File: config.mk
export PLATFORM = sky130hd
export DESIGN_NAME = glyph_sprite_layout_flat
export DESIGN_NICKNAME = d
export VERILOG_FILES = /design/src/rtl/core/gsl_pkg.sv /design/src/rtl/core/gsl_if.sv /design/src/rtl/core/gsl_front.sv /design/src/rtl/core/gsl_queue.sv /design/src/rtl/core/gsl_back.sv /design/src/rtl/core/glyph_sprite_layout.sv /design/src/flat_wrapper.sv
export SDC_FILE = /design/constraint.sdc
export NUM_CORES = 2
export LEC_CHECK = 0
export ABC_CLOCK_PERIOD_IN_PS = 7100
export BUFFER_PORTS_ARGS = -buffer_cell sky130_fd_sc_hd__buf_2
export CORE_MARGIN = 10
export CORE_UTILIZATION = 45
export DETAILED_ROUTE_END_ITERATION = 10
export SKIP_CTS_REPAIR_TIMING = 1
export SLEW_MARGIN = 20
export SYNTH_ARGS = -nofsm -noshare
export SYNTH_HDL_FRONTEND = slang
export SYNTH_SLANG_ARGS = --single-unit
File: constraint.sdc
create_clock -name clock -period 7.1 [get_ports clock]
set_input_delay 1.42 -clock clock [delete_from_list [all_inputs] [get_ports clock]]
set_output_delay 1.42 -clock clock [all_outputs]
set_load 0.1 [all_outputs]
File: src/rtl/core/gsl_pkg.sv
// Shared types, constants and a helper function of the glyph sprite layout block.
package gsl_pkg;

   typedef enum logic {
      OP_WIDTH_WRITE = 1'b0,
      OP_CHAR        = 1'b1
   } opcode_type;

   localparam int          TABLE_ENTRIES   = 256;
   localparam int          TABLE_AW        = 8;
   localparam int          GLYPHS_PER_ROW  = 16;
   localparam logic [7:0]  DEFAULT_WIDTH   = 8'd16;
   localparam logic [7:0]  NEWLINE_CODE    = 8'd10;
   localparam logic [1:0]  CSR_DOUBLE_HEIGHT = 2'd0;

   typedef struct packed {
      logic [7:0]         char_code;
      logic               first_of_string;
      logic signed [11:0] origin_x;
      logic signed [11:0] origin_y;
      logic [8:0]         glyph_w;
   } char_type;

   function automatic logic [15:0] screen_edge(input logic [15:0] p);
      logic [11:0] q;
      q = p[11:0] + 12'h800;
      return {q, 4'b0000} - 16'd8;
   endfunction

endpackage

File: src/rtl/core/gsl_if.sv
// Request and result channel interfaces of the glyph sprite layout block.
interface gsl_req_if;
   logic                   valid;
   logic                   ready;
   gsl_pkg::opcode_type    opcode;
   logic [7:0]             char_code;
   logic [7:0]             width_value;
   logic                   first_of_string;
   logic signed [11:0]     origin_x;
   logic signed [11:0]     origin_y;

   modport source (output valid, opcode, char_code, width_value, first_of_string,
                   origin_x, origin_y, input ready);
   modport sink (input valid, opcode, char_code, width_value, first_of_string,
                 origin_x, origin_y, output ready);
endinterface

interface gsl_rsp_if;
   logic                   valid;
   logic                   ready;
   logic signed [13:0]     tex_u_start;
   logic [12:0]            tex_v_start;
   logic signed [13:0]     tex_u_end;
   logic [12:0]            tex_v_end;
   logic [15:0]            screen_left;
   logic [15:0]            screen_top;
   logic [15:0]            screen_right;
   logic [15:0]            screen_bottom;

   modport source (output valid, tex_u_start, tex_v_start, tex_u_end, tex_v_end,
                   screen_left, screen_top, screen_right, screen_bottom, input ready);
   modport sink (input valid, tex_u_start, tex_v_start, tex_u_end, tex_v_end,
                 screen_left, screen_top, screen_right, screen_bottom, output ready);
endinterface

File: src/rtl/core/gsl_front.sv
// Front end: accepts requests, keeps the glyph width table and looks up each width.
module gsl_front (
   input  logic               clock,
   input  logic               reset,
   gsl_req_if.sink            req_bus,
   output logic               push_valid,
   input  logic               push_ready,
   output gsl_pkg::char_type  push_entry
);

   logic [7:0]                          tbl_mem_ff [gsl_pkg::TABLE_ENTRIES];
   logic [gsl_pkg::TABLE_ENTRIES-1:0]   tbl_valid_ff;
   logic [7:0]                          rdata_ff;
   logic                                rd_hit_ff;
   logic                                s1_valid_ff;
   logic [7:0]                          s1_code_ff;
   logic                                s1_first_ff;
   logic signed [11:0]                  s1_ox_ff;
   logic signed [11:0]                  s1_oy_ff;
   logic                                accept;
   logic                                is_char;
   logic [7:0]                          tbl_word;

   assign req_bus.ready = !s1_valid_ff || push_ready;
   assign accept        = req_bus.valid && req_bus.ready;
   assign is_char       = (req_bus.opcode == gsl_pkg::OP_CHAR);

   always_ff @(posedge clock) begin
      if (accept && !is_char) begin
         tbl_mem_ff[req_bus.char_code] <= req_bus.width_value;
      end
      if (accept && is_char) begin
         rdata_ff    <= tbl_mem_ff[req_bus.char_code];
         s1_code_ff  <= req_bus.char_code;
         s1_first_ff <= req_bus.first_of_string;
         s1_ox_ff    <= req_bus.origin_x;
         s1_oy_ff    <= req_bus.origin_y;
      end
   end

   always_ff @(posedge clock) begin
      if (reset) begin
         tbl_valid_ff <= '0;
         rd_hit_ff    <= 1'b0;
         s1_valid_ff  <= 1'b0;
      end else begin
         if (accept && !is_char) begin
            tbl_valid_ff[req_bus.char_code] <= 1'b1;
         end
         if (accept) begin
            s1_valid_ff <= is_char;
            if (is_char) begin
               rd_hit_ff <= tbl_valid_ff[req_bus.char_code];
            end
         end else if (push_ready) begin
            s1_valid_ff <= 1'b0;
         end
      end
   end

   assign tbl_word   = rd_hit_ff ? rdata_ff : gsl_pkg::DEFAULT_WIDTH;
   assign push_valid = s1_valid_ff;

   always_comb begin
      push_entry.char_code       = s1_code_ff;
      push_entry.first_of_string = s1_first_ff;
      push_entry.origin_x        = s1_ox_ff;
      push_entry.origin_y        = s1_oy_ff;
      push_entry.glyph_w         = {1'b0, tbl_word} + {8'b0, tbl_word[0]};
   end

endmodule

File: src/rtl/core/gsl_queue.sv
// Small first-in first-out queue between the front end and the back end.
module gsl_queue #(
   parameter int DEPTH = 4
) (
   input  logic               clock,
   input  logic               reset,
   input  logic               push_valid,
   output logic               push_ready,
   input  gsl_pkg::char_type  push_entry,
   output logic               pop_valid,
   input  logic               pop_ready,
   output gsl_pkg::char_type  pop_entry
);

   localparam int PW = (DEPTH > 1) ? $clog2(DEPTH) : 1;
   localparam int CW = $clog2(DEPTH + 1);

   gsl_pkg::char_type  slot_ff [DEPTH];
   logic [PW-1:0]      wr_ptr_ff;
   logic [PW-1:0]      rd_ptr_ff;
   logic [CW-1:0]      count_ff;
   logic               do_push;
   logic               do_pop;

   assign push_ready = (count_ff != CW'(DEPTH));
   assign pop_valid  = (count_ff != '0);
   assign do_push    = push_valid && push_ready;
   assign do_pop     = pop_valid && pop_ready;
   assign pop_entry  = slot_ff[rd_ptr_ff];

   always_ff @(posedge clock) begin
      if (do_push) begin
         slot_ff[wr_ptr_ff] <= push_entry;
      end
   end

   always_ff @(posedge clock) begin
      if (reset) begin
         wr_ptr_ff <= '0;
         rd_ptr_ff <= '0;
         count_ff  <= '0;
      end else begin
         if (do_push) begin
            wr_ptr_ff <= (wr_ptr_ff == PW'(DEPTH - 1)) ? '0 : wr_ptr_ff + 1'b1;
         end
         if (do_pop) begin
            rd_ptr_ff <= (rd_ptr_ff == PW'(DEPTH - 1)) ? '0 : rd_ptr_ff + 1'b1;
         end
         if (do_push && !do_pop) begin
            count_ff <= count_ff + 1'b1;
         end else if (do_pop && !do_push) begin
            count_ff <= count_ff - 1'b1;
         end
      end
   end

endmodule

File: src/rtl/core/gsl_back.sv
// Back end: tracks the cursor and line, and builds each sprite's corners.
module gsl_back (
   input  logic               clock,
   input  logic               reset,
   input  logic               double_height,
   input  logic               pop_valid,
   output logic               pop_ready,
   input  gsl_pkg::char_type  pop_entry,
   gsl_rsp_if.source          rsp_bus
);

   logic [15:0]         cursor_x_ff;
   logic [7:0]          line_count_ff;
   logic                rsp_valid_ff;
   logic signed [13:0]  u0_ff;
   logic [12:0]         v0_ff;
   logic signed [13:0]  u1_ff;
   logic [12:0]         v1_ff;
   logic [15:0]         left_ff;
   logic [15:0]         top_ff;
   logic [15:0]         right_ff;
   logic [15:0]         bottom_ff;

   logic                do_pop;
   logic [15:0]         ox16;
   logic [15:0]         oy16;
   logic [15:0]         cur_base;
   logic [7:0]          line_base;
   logic [7:0]          line_in;
   logic [15:0]         left_p;
   logic [12:0]         line_off;
   logic [5:0]          lh;
   logic [15:0]         top_p;
   logic [15:0]         right_p;
   logic [15:0]         bottom_p;
   logic [9:0]          u_diff;
   logic [13:0]         u0_in;
   logic [13:0]         u1_in;
   logic [12:0]         v0_in;
   logic [12:0]         v1_in;
   logic [4:0]          row_next;

   assign pop_ready = !rsp_valid_ff || rsp_bus.ready;
   assign do_pop    = pop_valid && pop_ready;

   always_comb begin
      ox16      = {{4{pop_entry.origin_x[11]}}, pop_entry.origin_x};
      oy16      = {{4{pop_entry.origin_y[11]}}, pop_entry.origin_y};
      cur_base  = pop_entry.first_of_string ? ox16 : cursor_x_ff;
      line_base = pop_entry.first_of_string ? 8'd0 : line_count_ff;
      if (pop_entry.char_code == gsl_pkg::NEWLINE_CODE) begin
         line_in = line_base + 8'd1;
         left_p  = ox16;
      end else begin
         line_in = line_base;
         left_p  = cur_base;
      end
      lh       = double_height ? 6'd32 : 6'd16;
      line_off = double_height ? {line_in, 5'b0} : {1'b0, line_in, 4'b0};
      top_p    = oy16 + {3'b0, line_off};
      right_p  = left_p + {7'b0, pop_entry.glyph_w};
      bottom_p = top_p + {10'b0, lh};

      u_diff   = {2'b0, pop_entry.char_code[3:0], 4'b1000}
                 - {2'b0, pop_entry.glyph_w[8:1]};
      u0_in    = {u_diff, 4'b0};
      u1_in    = u0_in + {1'b0, pop_entry.glyph_w, 4'b0};
      v0_in    = {1'b0, pop_entry.char_code[7:4], 8'b0}
                 | (double_height ? 13'd8 : 13'd0);
      row_next = {1'b0, pop_entry.char_code[7:4]} + 5'd1;
      v1_in    = {row_next, 8'b0};
   end

   always_ff @(posedge clock) begin
      if (do_pop) begin
         u0_ff     <= u0_in;
         v0_ff     <= v0_in;
         u1_ff     <= u1_in;
         v1_ff     <= v1_in;
         left_ff   <= gsl_pkg::screen_edge(left_p);
         top_ff    <= gsl_pkg::screen_edge(top_p);
         right_ff  <= gsl_pkg::screen_edge(right_p);
         bottom_ff <= gsl_pkg::screen_edge(bottom_p);
      end
   end

   always_ff @(posedge clock) begin
      if (reset) begin
         cursor_x_ff   <= '0;
         line_count_ff <= '0;
         rsp_valid_ff  <= 1'b0;
      end else begin
         if (do_pop) begin
            cursor_x_ff   <= right_p;
            line_count_ff <= line_in;
            rsp_valid_ff  <= 1'b1;
         end else if (rsp_bus.ready) begin
            rsp_valid_ff  <= 1'b0;
         end
      end
   end

   assign rsp_bus.valid         = rsp_valid_ff;
   assign rsp_bus.tex_u_start   = u0_ff;
   assign rsp_bus.tex_v_start   = v0_ff;
   assign rsp_bus.tex_u_end     = u1_ff;
   assign rsp_bus.tex_v_end     = v1_ff;
   assign rsp_bus.screen_left   = left_ff;
   assign rsp_bus.screen_top    = top_ff;
   assign rsp_bus.screen_right  = right_ff;
   assign rsp_bus.screen_bottom = bottom_ff;

endmodule

File: src/rtl/core/glyph_sprite_layout.sv
// Glyph sprite layout top level: width table front end, queue, sprite back end, register.
// A character request passes the front stage register, the queue and the back end registers.
// One request per cycle is sustained while the result channel takes every sprite.
// A width write takes effect for the very next character request.
// Reset clears the table's valid bits at once, so every entry reads 16 until written;
// it also clears the cursor, the line count, the queue and double_height.
module glyph_sprite_layout #(
   parameter int QUEUE_DEPTH = 4
) (
   input  logic         clock,
   input  logic         reset,
   gsl_req_if.sink      req_bus,
   gsl_rsp_if.source    rsp_bus,
   input  logic         psel,
   input  logic         penable,
   input  logic         pwrite,
   input  logic [1:0]   paddr,
   input  logic [31:0]  pwdata,
   output logic [31:0]  prdata,
   output logic         pready
);

   logic               double_height_ff;
   logic               push_valid;
   logic               push_ready;
   gsl_pkg::char_type  push_entry;
   logic               pop_valid;
   logic               pop_ready;
   gsl_pkg::char_type  pop_entry;

   assign pready = 1'b1;
   assign prdata = (paddr == gsl_pkg::CSR_DOUBLE_HEIGHT) ? {31'b0, double_height_ff} : 32'b0;

   always_ff @(posedge clock) begin
      if (reset) begin
         double_height_ff <= 1'b0;
      end else if (psel && penable && pwrite && (paddr == gsl_pkg::CSR_DOUBLE_HEIGHT)) begin
         double_height_ff <= pwdata[0];
      end
   end

   gsl_front u_front (
      .clock      (clock),
      .reset      (reset),
      .req_bus    (req_bus),
      .push_valid (push_valid),
      .push_ready (push_ready),
      .push_entry (push_entry)
   );

   gsl_queue #(
      .DEPTH (QUEUE_DEPTH)
   ) u_queue (
      .clock      (clock),
      .reset      (reset),
      .push_valid (push_valid),
      .push_ready (push_ready),
      .push_entry (push_entry),
      .pop_valid  (pop_valid),
      .pop_ready  (pop_ready),
      .pop_entry  (pop_entry)
   );

   gsl_back u_back (
      .clock         (clock),
      .reset         (reset),
      .double_height (double_height_ff),
      .pop_valid     (pop_valid),
      .pop_ready     (pop_ready),
      .pop_entry     (pop_entry),
      .rsp_bus       (rsp_bus)
   );

endmodule

File: src/flat_wrapper.sv
// flat-port wrapper written by rule: the top's interface ports become plain ports
module glyph_sprite_layout_flat 
#(
   parameter int QUEUE_DEPTH = 4
)
  (clock, reset, psel, penable, pwrite, paddr, pwdata, prdata, pready, req_bus_valid, req_bus_opcode, req_bus_char_code, req_bus_width_value, req_bus_first_of_string, req_bus_origin_x, req_bus_origin_y, req_bus_ready, rsp_bus_valid, rsp_bus_tex_u_start, rsp_bus_tex_v_start, rsp_bus_tex_u_end, rsp_bus_tex_v_end, rsp_bus_screen_left, rsp_bus_screen_top, rsp_bus_screen_right, rsp_bus_screen_bottom, rsp_bus_ready);
  gsl_req_if req_bus_i ();
  gsl_rsp_if rsp_bus_i ();
  input  logic clock;
  input  logic reset;
  input  logic psel;
  input  logic penable;
  input  logic pwrite;
  input  logic [1:0] paddr;
  input  logic [31:0] pwdata;
  output logic [31:0] prdata;
  output logic pready;
  input wire logic [$bits(req_bus_i.valid)-1:0] req_bus_valid;
  input wire logic [$bits(req_bus_i.opcode)-1:0] req_bus_opcode;
  input wire logic [$bits(req_bus_i.char_code)-1:0] req_bus_char_code;
  input wire logic [$bits(req_bus_i.width_value)-1:0] req_bus_width_value;
  input wire logic [$bits(req_bus_i.first_of_string)-1:0] req_bus_first_of_string;
  input wire logic [$bits(req_bus_i.origin_x)-1:0] req_bus_origin_x;
  input wire logic [$bits(req_bus_i.origin_y)-1:0] req_bus_origin_y;
  output wire logic [$bits(req_bus_i.ready)-1:0] req_bus_ready;
  output wire logic [$bits(rsp_bus_i.valid)-1:0] rsp_bus_valid;
  output wire logic [$bits(rsp_bus_i.tex_u_start)-1:0] rsp_bus_tex_u_start;
  output wire logic [$bits(rsp_bus_i.tex_v_start)-1:0] rsp_bus_tex_v_start;
  output wire logic [$bits(rsp_bus_i.tex_u_end)-1:0] rsp_bus_tex_u_end;
  output wire logic [$bits(rsp_bus_i.tex_v_end)-1:0] rsp_bus_tex_v_end;
  output wire logic [$bits(rsp_bus_i.screen_left)-1:0] rsp_bus_screen_left;
  output wire logic [$bits(rsp_bus_i.screen_top)-1:0] rsp_bus_screen_top;
  output wire logic [$bits(rsp_bus_i.screen_right)-1:0] rsp_bus_screen_right;
  output wire logic [$bits(rsp_bus_i.screen_bottom)-1:0] rsp_bus_screen_bottom;
  input wire logic [$bits(rsp_bus_i.ready)-1:0] rsp_bus_ready;
  assign req_bus_i.valid = req_bus_valid;
  assign req_bus_i.opcode = req_bus_opcode;
  assign req_bus_i.char_code = req_bus_char_code;
  assign req_bus_i.width_value = req_bus_width_value;
  assign req_bus_i.first_of_string = req_bus_first_of_string;
  assign req_bus_i.origin_x = req_bus_origin_x;
  assign req_bus_i.origin_y = req_bus_origin_y;
  assign req_bus_ready = req_bus_i.ready;
  assign rsp_bus_valid = rsp_bus_i.valid;
  assign rsp_bus_tex_u_start = rsp_bus_i.tex_u_start;
  assign rsp_bus_tex_v_start = rsp_bus_i.tex_v_start;
  assign rsp_bus_tex_u_end = rsp_bus_i.tex_u_end;
  assign rsp_bus_tex_v_end = rsp_bus_i.tex_v_end;
  assign rsp_bus_screen_left = rsp_bus_i.screen_left;
  assign rsp_bus_screen_top = rsp_bus_i.screen_top;
  assign rsp_bus_screen_right = rsp_bus_i.screen_right;
  assign rsp_bus_screen_bottom = rsp_bus_i.screen_bottom;
  assign rsp_bus_i.ready = rsp_bus_ready;
  glyph_sprite_layout #(.QUEUE_DEPTH(QUEUE_DEPTH)) u_core (.clock(clock), .reset(reset), .req_bus(req_bus_i), .rsp_bus(rsp_bus_i), .psel(psel), .penable(penable), .pwrite(pwrite), .paddr(paddr), .pwdata(pwdata), .prdata(prdata), .pready(pready));
endmodule
# Yosys cells after proc, flatten, opt, wreduce, memory -nomap -nowiden
# Memories as Yosys holds them, arrays and structs flattened. A register that Yosys moved wholly into a read port is not among the register bits.
# Cells that the tools add are included.
dict set report word_totals {
  ff_bits 430
  ramBits 2216
  wordCells 103
  n_memories 2
  output_inout_bits 153
}
# memory words word_bits rd rd_clocked_by_memory_dff write_ports line_no
set memory_table {}
lappend memory_table {u_core.u_front.tbl_mem_ff 256 8 1 1 1 gsl_front.sv:11} ;# logic [7:0] tbl_mem_ff [gsl_pkg::TABLE_ENTRIES];
lappend memory_table {u_core.u_queue.slot_ff 4 42 1 1 1 gsl_queue.sv:18} ;# gsl_pkg::char_type slot_ff [DEPTH];
dict set report op_classes {
  n_eq_ne 4
  n_addsub 20
  bitwise 2
  n_mux 27
  reduce_logical 24
  n_lt_le_gt_ge 2
}
# cell count
set ops {}
lappend ops {{$or A256 B256 Y256} 1}
lappend ops {{$sub A16 B4 Y16 const B} 4}
lappend ops {{$add A12 B12 Y12 const B} 4}
lappend ops {{$mux W16} 2}
lappend ops {{$mux W8} 3}
lappend ops {{$add A16 B9 Y16} 1}
lappend ops {{$add A14 B13 Y14} 1}
lappend ops {{$add A12 B12 Y12} 1}
lappend ops {{$add A12 B7 Y12} 1}
lappend ops {{$mux W12} 1}
lappend ops {{$or A12 B4 Y12} 1}
lappend ops {{$logic_and A1 B1 Y1} 11}
lappend ops {{$mux W1} 11}
lappend ops {{$add A8 B1 Y9} 1}
lappend ops {{$lt A8 B9 Y1 const B} 1}
lappend ops {{$sub A8 B8 Y9} 1}
lappend ops {{$add A8 B1 Y8 const B} 1}
lappend ops {{$bmux W1 S8} 1}
lappend ops {{$demux W1 S8} 1}
lappend ops {{$eq A8 B4 Y1 const B} 1}
lappend ops {{$ge A8 B1 Y1 const B} 1}
lappend ops {{$mux W2} 4}
lappend ops {{$mux W3} 2}
lappend ops {{$mux W6} 1}
lappend ops {{13 further kinds} 22}

# Logic depth before layout (Yosys ltp)
dict set report depth {
  ltp_word 8
  mapped_depth 24
  depth_no_buf 20
}

# By module
# From an unflattened synthesis, not the netlist that was laid out.
dict set report hier_totals {
  hier_cells 5648
  hier_area_um2 103615.6
}
# mod n_inst area_each_um2 cells_per_inst seq_area_each_um2
set by_module_without_submodules {}
lappend by_module_without_submodules {gsl_front 1 90550.6 4714 67895.1}
lappend by_module_without_submodules {gsl_queue 1 6518.8 268 5225.0}
lappend by_module_without_submodules {gsl_back 1 6232.2 625 2612.5}
lappend by_module_without_submodules {glyph_sprite_layout 1 314.1 41 20.0}

# Worst setup path before layout
# No wires, ideal clock.
dict set report synth_timing {
  kind {reg2reg}
  from {register with a tool-made name}
  to {register u_core.u_back.bottom_ff[15], in the netlist u_core.u_back.rsp_bus.screen_bottom[15], data pin}
  stages_incl_launch_ff 25
  setup_slack_ps 1079
  required_ps 6836
  arrival_time_ps 5757
  path_cell_list {dfxtp_1 > buf_6 > buf_8 > buf_1 > buf_2 > mux4_2 > inv_1 > ha_1 > nand4bb_1 > nor2_1 > xnor2_1 > nor2_1 > ha_1 > inv_1 > fa_1 > inv_1 > ha_1 > a21oi_1 > nor2b_1 > xnor3_1 > nor4_1 > nor3b_1 > and3b_1 > mux2i_1 > xnor2_1}
}
# element line_no
set synth_lines {}
lappend synth_lines {{to (signal assigned)} gsl_back.sv:83} ;# bottom_ff <= gsl_pkg::screen_edge(bottom_p);
lappend synth_lines {{to (decl)} gsl_back.sv:22} ;# logic [15:0] bottom_ff;

==> results.txt <==
The run finished with clean final reports. The tools report the net count reported at finish as 5616. Setup slack on the worst reg-to-reg path comes out at 1280 ps. After technology mapping, the gate count stands at 5268. The run gives 36.67 nW as the leakage component of the power. Clock-pin slew was measured on the worst setup and hold paths at 60 ps.

By area the synthesized netlist is led by sky130_fd_sc_hd__edfxtp_1 (68%), sky130_fd_sc_hd__mux4_2 (17%), sky130_fd_sc_hd__dfxtp_1 (5.6%). Across the routed clock network, the largest skew measured is 49.04 ps. The launching element type of the critical path is a flip-flop. For the pin with the worst max-slew slack, the measured transition is 1208 ps.

The HPWL after detailed placement is 149.5 mm. Leaving out filler cells and counting taps, the final layout contains 8698. The post-placement setup slack was 1299 ps; the number of remaining DRC errors was 0. Counting cells, the worst reg-to-reg path comes to 20.

For the I/O pin total, the log shows 236. Timing would allow up to 0.1718 GHz. The worst register-to-register path ends at u_core.u_back.rsp_bus.screen_bottom[15]. The Yosys step of the flow raised 0 warnings.

The initial utilization of the core area, before any placement, comes to 45.18%. Sequential elements use 73.60% of the synthesized area. Data on the critical path arrives at its endpoint at 6430 ps. Layout overhead on the synthesized area: 12.58%. Total setup violations reported at the end of the flow: 0. The number of antenna violations at the first check in global routing is 8, and the number of detailed-route iterations in the first pass is 8. Class of the tightest hold or removal check: flip-flop to flip-flop. The tools report the number of library cell types mapped by synthesis as 70. STA classifies the critical path endpoint as a flip-flop. For the leftover overflow at the end of global routing, the log shows 0.

At the worst endpoint, the required time is 7710 ps. The tools report the number of levels the H-tree was split into as 5. The floorplan die height is 497.7 µm, and the full die area is 247700 µm². The hold violation count in the final report was 0; the synthesized flop and latch total was 2613.

At the end of routability-driven placement, the weighted congestion stood at 0.7935. A synthesized cell averages 19.49 µm². Most common cell in the synthesized netlist: sky130_fd_sc_hd__edfxtp_1. The post-route netlist has 25.31% of its cells at a drive strength greater than 1. Max-cap violations in this run came to 0. For this run, asynchronously set or reset flops after synthesis account for 0%. Number of design-rule violations left by the first detailed-router iteration: 5140. CTS saw 2613 sinks. For the finished layout, the period the worst path requires is 5819 ps. The areal power density over the cells was 321.8 nW/µm².

Across the VDD grid, the largest voltage drop is 385.5 µV. In the global route stage, overall resource usage came out at 19.68%. The kind of critical path is flip-flop to flip-flop.

Biggest area consumer among synthesized cells: sky130_fd_sc_hd__edfxtp_1. For the via count of the routed design, the log shows 50670. The worst hold path begins at u_core.u_back.cursor_x_ff[5]. Dividing the detail-routed wire length by the instance count gives 28.64 µm. The tools report the maximum number of pins on one net before global-route repair as 264.

The detail route stage leaves a number of antenna-violating nets equal to 0. The worst setup path endpoint was u_core.u_back.rsp_bus.screen_bottom[15]. The setup TNS after final layout was 0 ps.

In the synthesized netlist, the cells that appear most often are sky130_fd_sc_hd__edfxtp_1 (2324), sky130_fd_sc_hd__mux4_2 (764), sky130_fd_sc_hd__nor2_1 (610), sky130_fd_sc_hd__a21oi_1 (305), sky130_fd_sc_hd__dfxtp_1 (289). From left edge to right edge, the die measures 497.7 µm. For the post-synth design cell area, the log shows 102700 µm². The synthesized design contains 2324 enable-type register cells. Of the available clock period, the critical path in the final layout requires 81.96%. The worst-case setup margin in the final layout is 1281 ps. TritonCTS built the clock tree. In this run the cell area measured after placement is 106800 µm². The worst relative slew slack is 19.44%. Setup repair after global routing left no endpoint under its margin. CTS placed an instance of sky130_fd_sc_hd__clkbuf_16 at the clock tree root. The count of fill cells added during filler insertion came out at 18240. For this run, the leading register cell type out of synthesis is sky130_fd_sc_hd__edfxtp_1.

On the final layout, the worst hold slack is 459.4 ps. The core region is 227300 µm². The tools report the number of global-route vias before repair as 51050. The run gives 249.1 mm as the final wirelength. The clock reaches the later pin of the worst-skew pair after 910 ps.

The longest clock path from root to sink contains 4 buffers. Clock tree synthesis inserted a total of 287 buffers. The floorplan has 175 rows. The worst-path maximum fanout was 11. Using the TritonRoute via totals, the vias-per-cell ratio works out to 5.825.

The first global-routing pass estimated 362.7 mm of wire. The final number of max-transition violations was 0. Buffers placed on the I/O ports in this run total 132. Once placement completed, the tool counted placed cells totaling 8204. The top-area cell type share of the netlist area came out at 67.97%.

The design area was 115600 µm².
-- power breakdown --
| group | internal (mW) | leakage [nW] | switching (mW) |
|---|---|---|---|
| Sequential | 17.3 | 23.3 | 0.121 |
| Combinational | 1.57 | 9.12 | 4.19 |
| Clock | 8.23 | 4.27 | 5.82 |
| Total | 27.1 | 36.7 | 10.1 |
-- critical path, cell delays in order, from the launching register on --
cell and delay (ps):
sky130_fd_sc_hd__dfxtp_2 560, sky130_fd_sc_hd__mux4_2 620, sky130_fd_sc_hd__inv_1 100, sky130_fd_sc_hd__ha_1 180, sky130_fd_sc_hd__nand4bb_1 170, sky130_fd_sc_hd__nor2_1 450
sky130_fd_sc_hd__xnor2_1 210, sky130_fd_sc_hd__nor2_1 130, sky130_fd_sc_hd__ha_1 190, sky130_fd_sc_hd__inv_1 70, sky130_fd_sc_hd__fa_1 600, sky130_fd_sc_hd__inv_1 100
sky130_fd_sc_hd__ha_1 280, sky130_fd_sc_hd__a21oi_1 60, sky130_fd_sc_hd__nor2b_1 180, sky130_fd_sc_hd__xnor3_1 380, sky130_fd_sc_hd__nor4_1 350, sky130_fd_sc_hd__nor3b_1 360
sky130_fd_sc_hd__and3b_1 230, sky130_fd_sc_hd__mux2i_1 220, sky130_fd_sc_hd__xnor2_1 80
-- sequential cells by signal, indices dropped and copies added, names as in the netlist, 2 cells and up, named ones only --
signal,cells
u_core.u_back.rsp_bus.tex_v_end,5
u_core.u_front.tbl_valid_ff,256
u_core.u_queue.count_ff,3
u_core.u_back.rsp_bus.tex_u_start,9
u_core.u_queue.rd_ptr_ff,2
u_core.u_back.rsp_bus.screen_top,12
u_core.u_front.rdata_ff,8
u_core.u_queue.slot_ff,164
u_core.u_back.cursor_x_ff,12
u_core.u_front.s1_oy_ff,12
u_core.u_back.rsp_bus.tex_v_start,5
u_core.u_back.rsp_bus.screen_right,11
u_core.u_front.s1_code_ff,8
u_core.u_front.s1_ox_ff,12
u_core.u_back.rsp_bus.screen_left,12
u_core.u_back.line_count_ff,8
u_core.u_back.rsp_bus.tex_u_end,9
u_core.u_back.rsp_bus.screen_bottom,8
u_core.u_queue.wr_ptr_ff,2
u_core.u_front.tbl_mem_ff,2048
-- cells by family after synthesis --
group,after synthesis,synth area share (%)
AO/OA/AOI/OAI,415,2.275
XOR/XNOR,82,0.7202
adder cells (fa/ha/maj),48,0.6215
buffers and inverters,427,1.931
flip-flops,2613,73.60
multiplexers,816,17.34
other,2,0.007314
AND/OR/NAND/NOR,865,3.500
-- area by class of cell --
class                   instances  area [µm²]  area share [%]
flip-flops and latches       2613       75580           65.38
multi-input cells            2298       25500           22.06
clock buffers                 367        7776           6.727
well taps                    3009        3765           3.257
repair buffers                243        1867           1.615
clock inverters               123       948.4          0.8205
inverters                      42       158.9          0.1375
diodes                          3       7.507        0.006494
-- worst min-delay path by stage --
stage	depth (start not counted)	to	slack, ps
after floorplan	2	u_core.u_front.tbl_valid_ff[102]	430
after global placement	2	u_core.u_front.tbl_valid_ff[134]	440
after detailed placement	2	u_core.u_front.tbl_valid_ff[170]	450
after CTS	2	u_core.u_back.cursor_x_ff[5]	460
after global routing	2	u_core.u_back.cursor_x_ff[5]	470
final	2	u_core.u_back.cursor_x_ff[5]	460
-- cells in the final DEF (no fill, tap or decap), drive strengths merged, types with 6 or more instances in the layout --
master,netlist,final
edfxtp,2324,2324
mux4,768,768
nor2,610,610
clkbuf,208,376
a21oi,305,305
dfxtp,289,289
buf,177,234
nand2,111,111
clkinv,2,100
conb,2,72
xnor2,53,53
ha,43,43
inv,40,43
mux2i,35,35
nand3,29,29
xor2,28,28
nor3,28,28
o21ai,23,23
nor2b,16,16
bufinv,0,15
a211oi,14,14
nand2b,13,13
mux2,13,13
a22oi,13,13
and2,12,12
nor4,8,8
and3,7,7
clkinvlp,0,7
a21o,6,6
a221o,6,6
nand4,6,6
o22ai,6,6
-- per-stage QoR --
stage / total power, mW / util (%)
floorplan: 22.19 / -
global placement: 23.44 / 47.00
CTS: 37.52 / 50.84
detailed placement: 23.51 / 47.00
global route: 38.49 / 50.86
finish: 37.19 / 50.86
-- per-layer routing --
metal	routed length (µm)	GRT usage, %	up-vias
li1	-	-	21510
met1	105900	27.92	26900
met2	118800	31.07	1799
met3	17040	3.957	458
met4	7296	5.785	0
met5	0	0	-
Power figures use the tool's default switching activity.
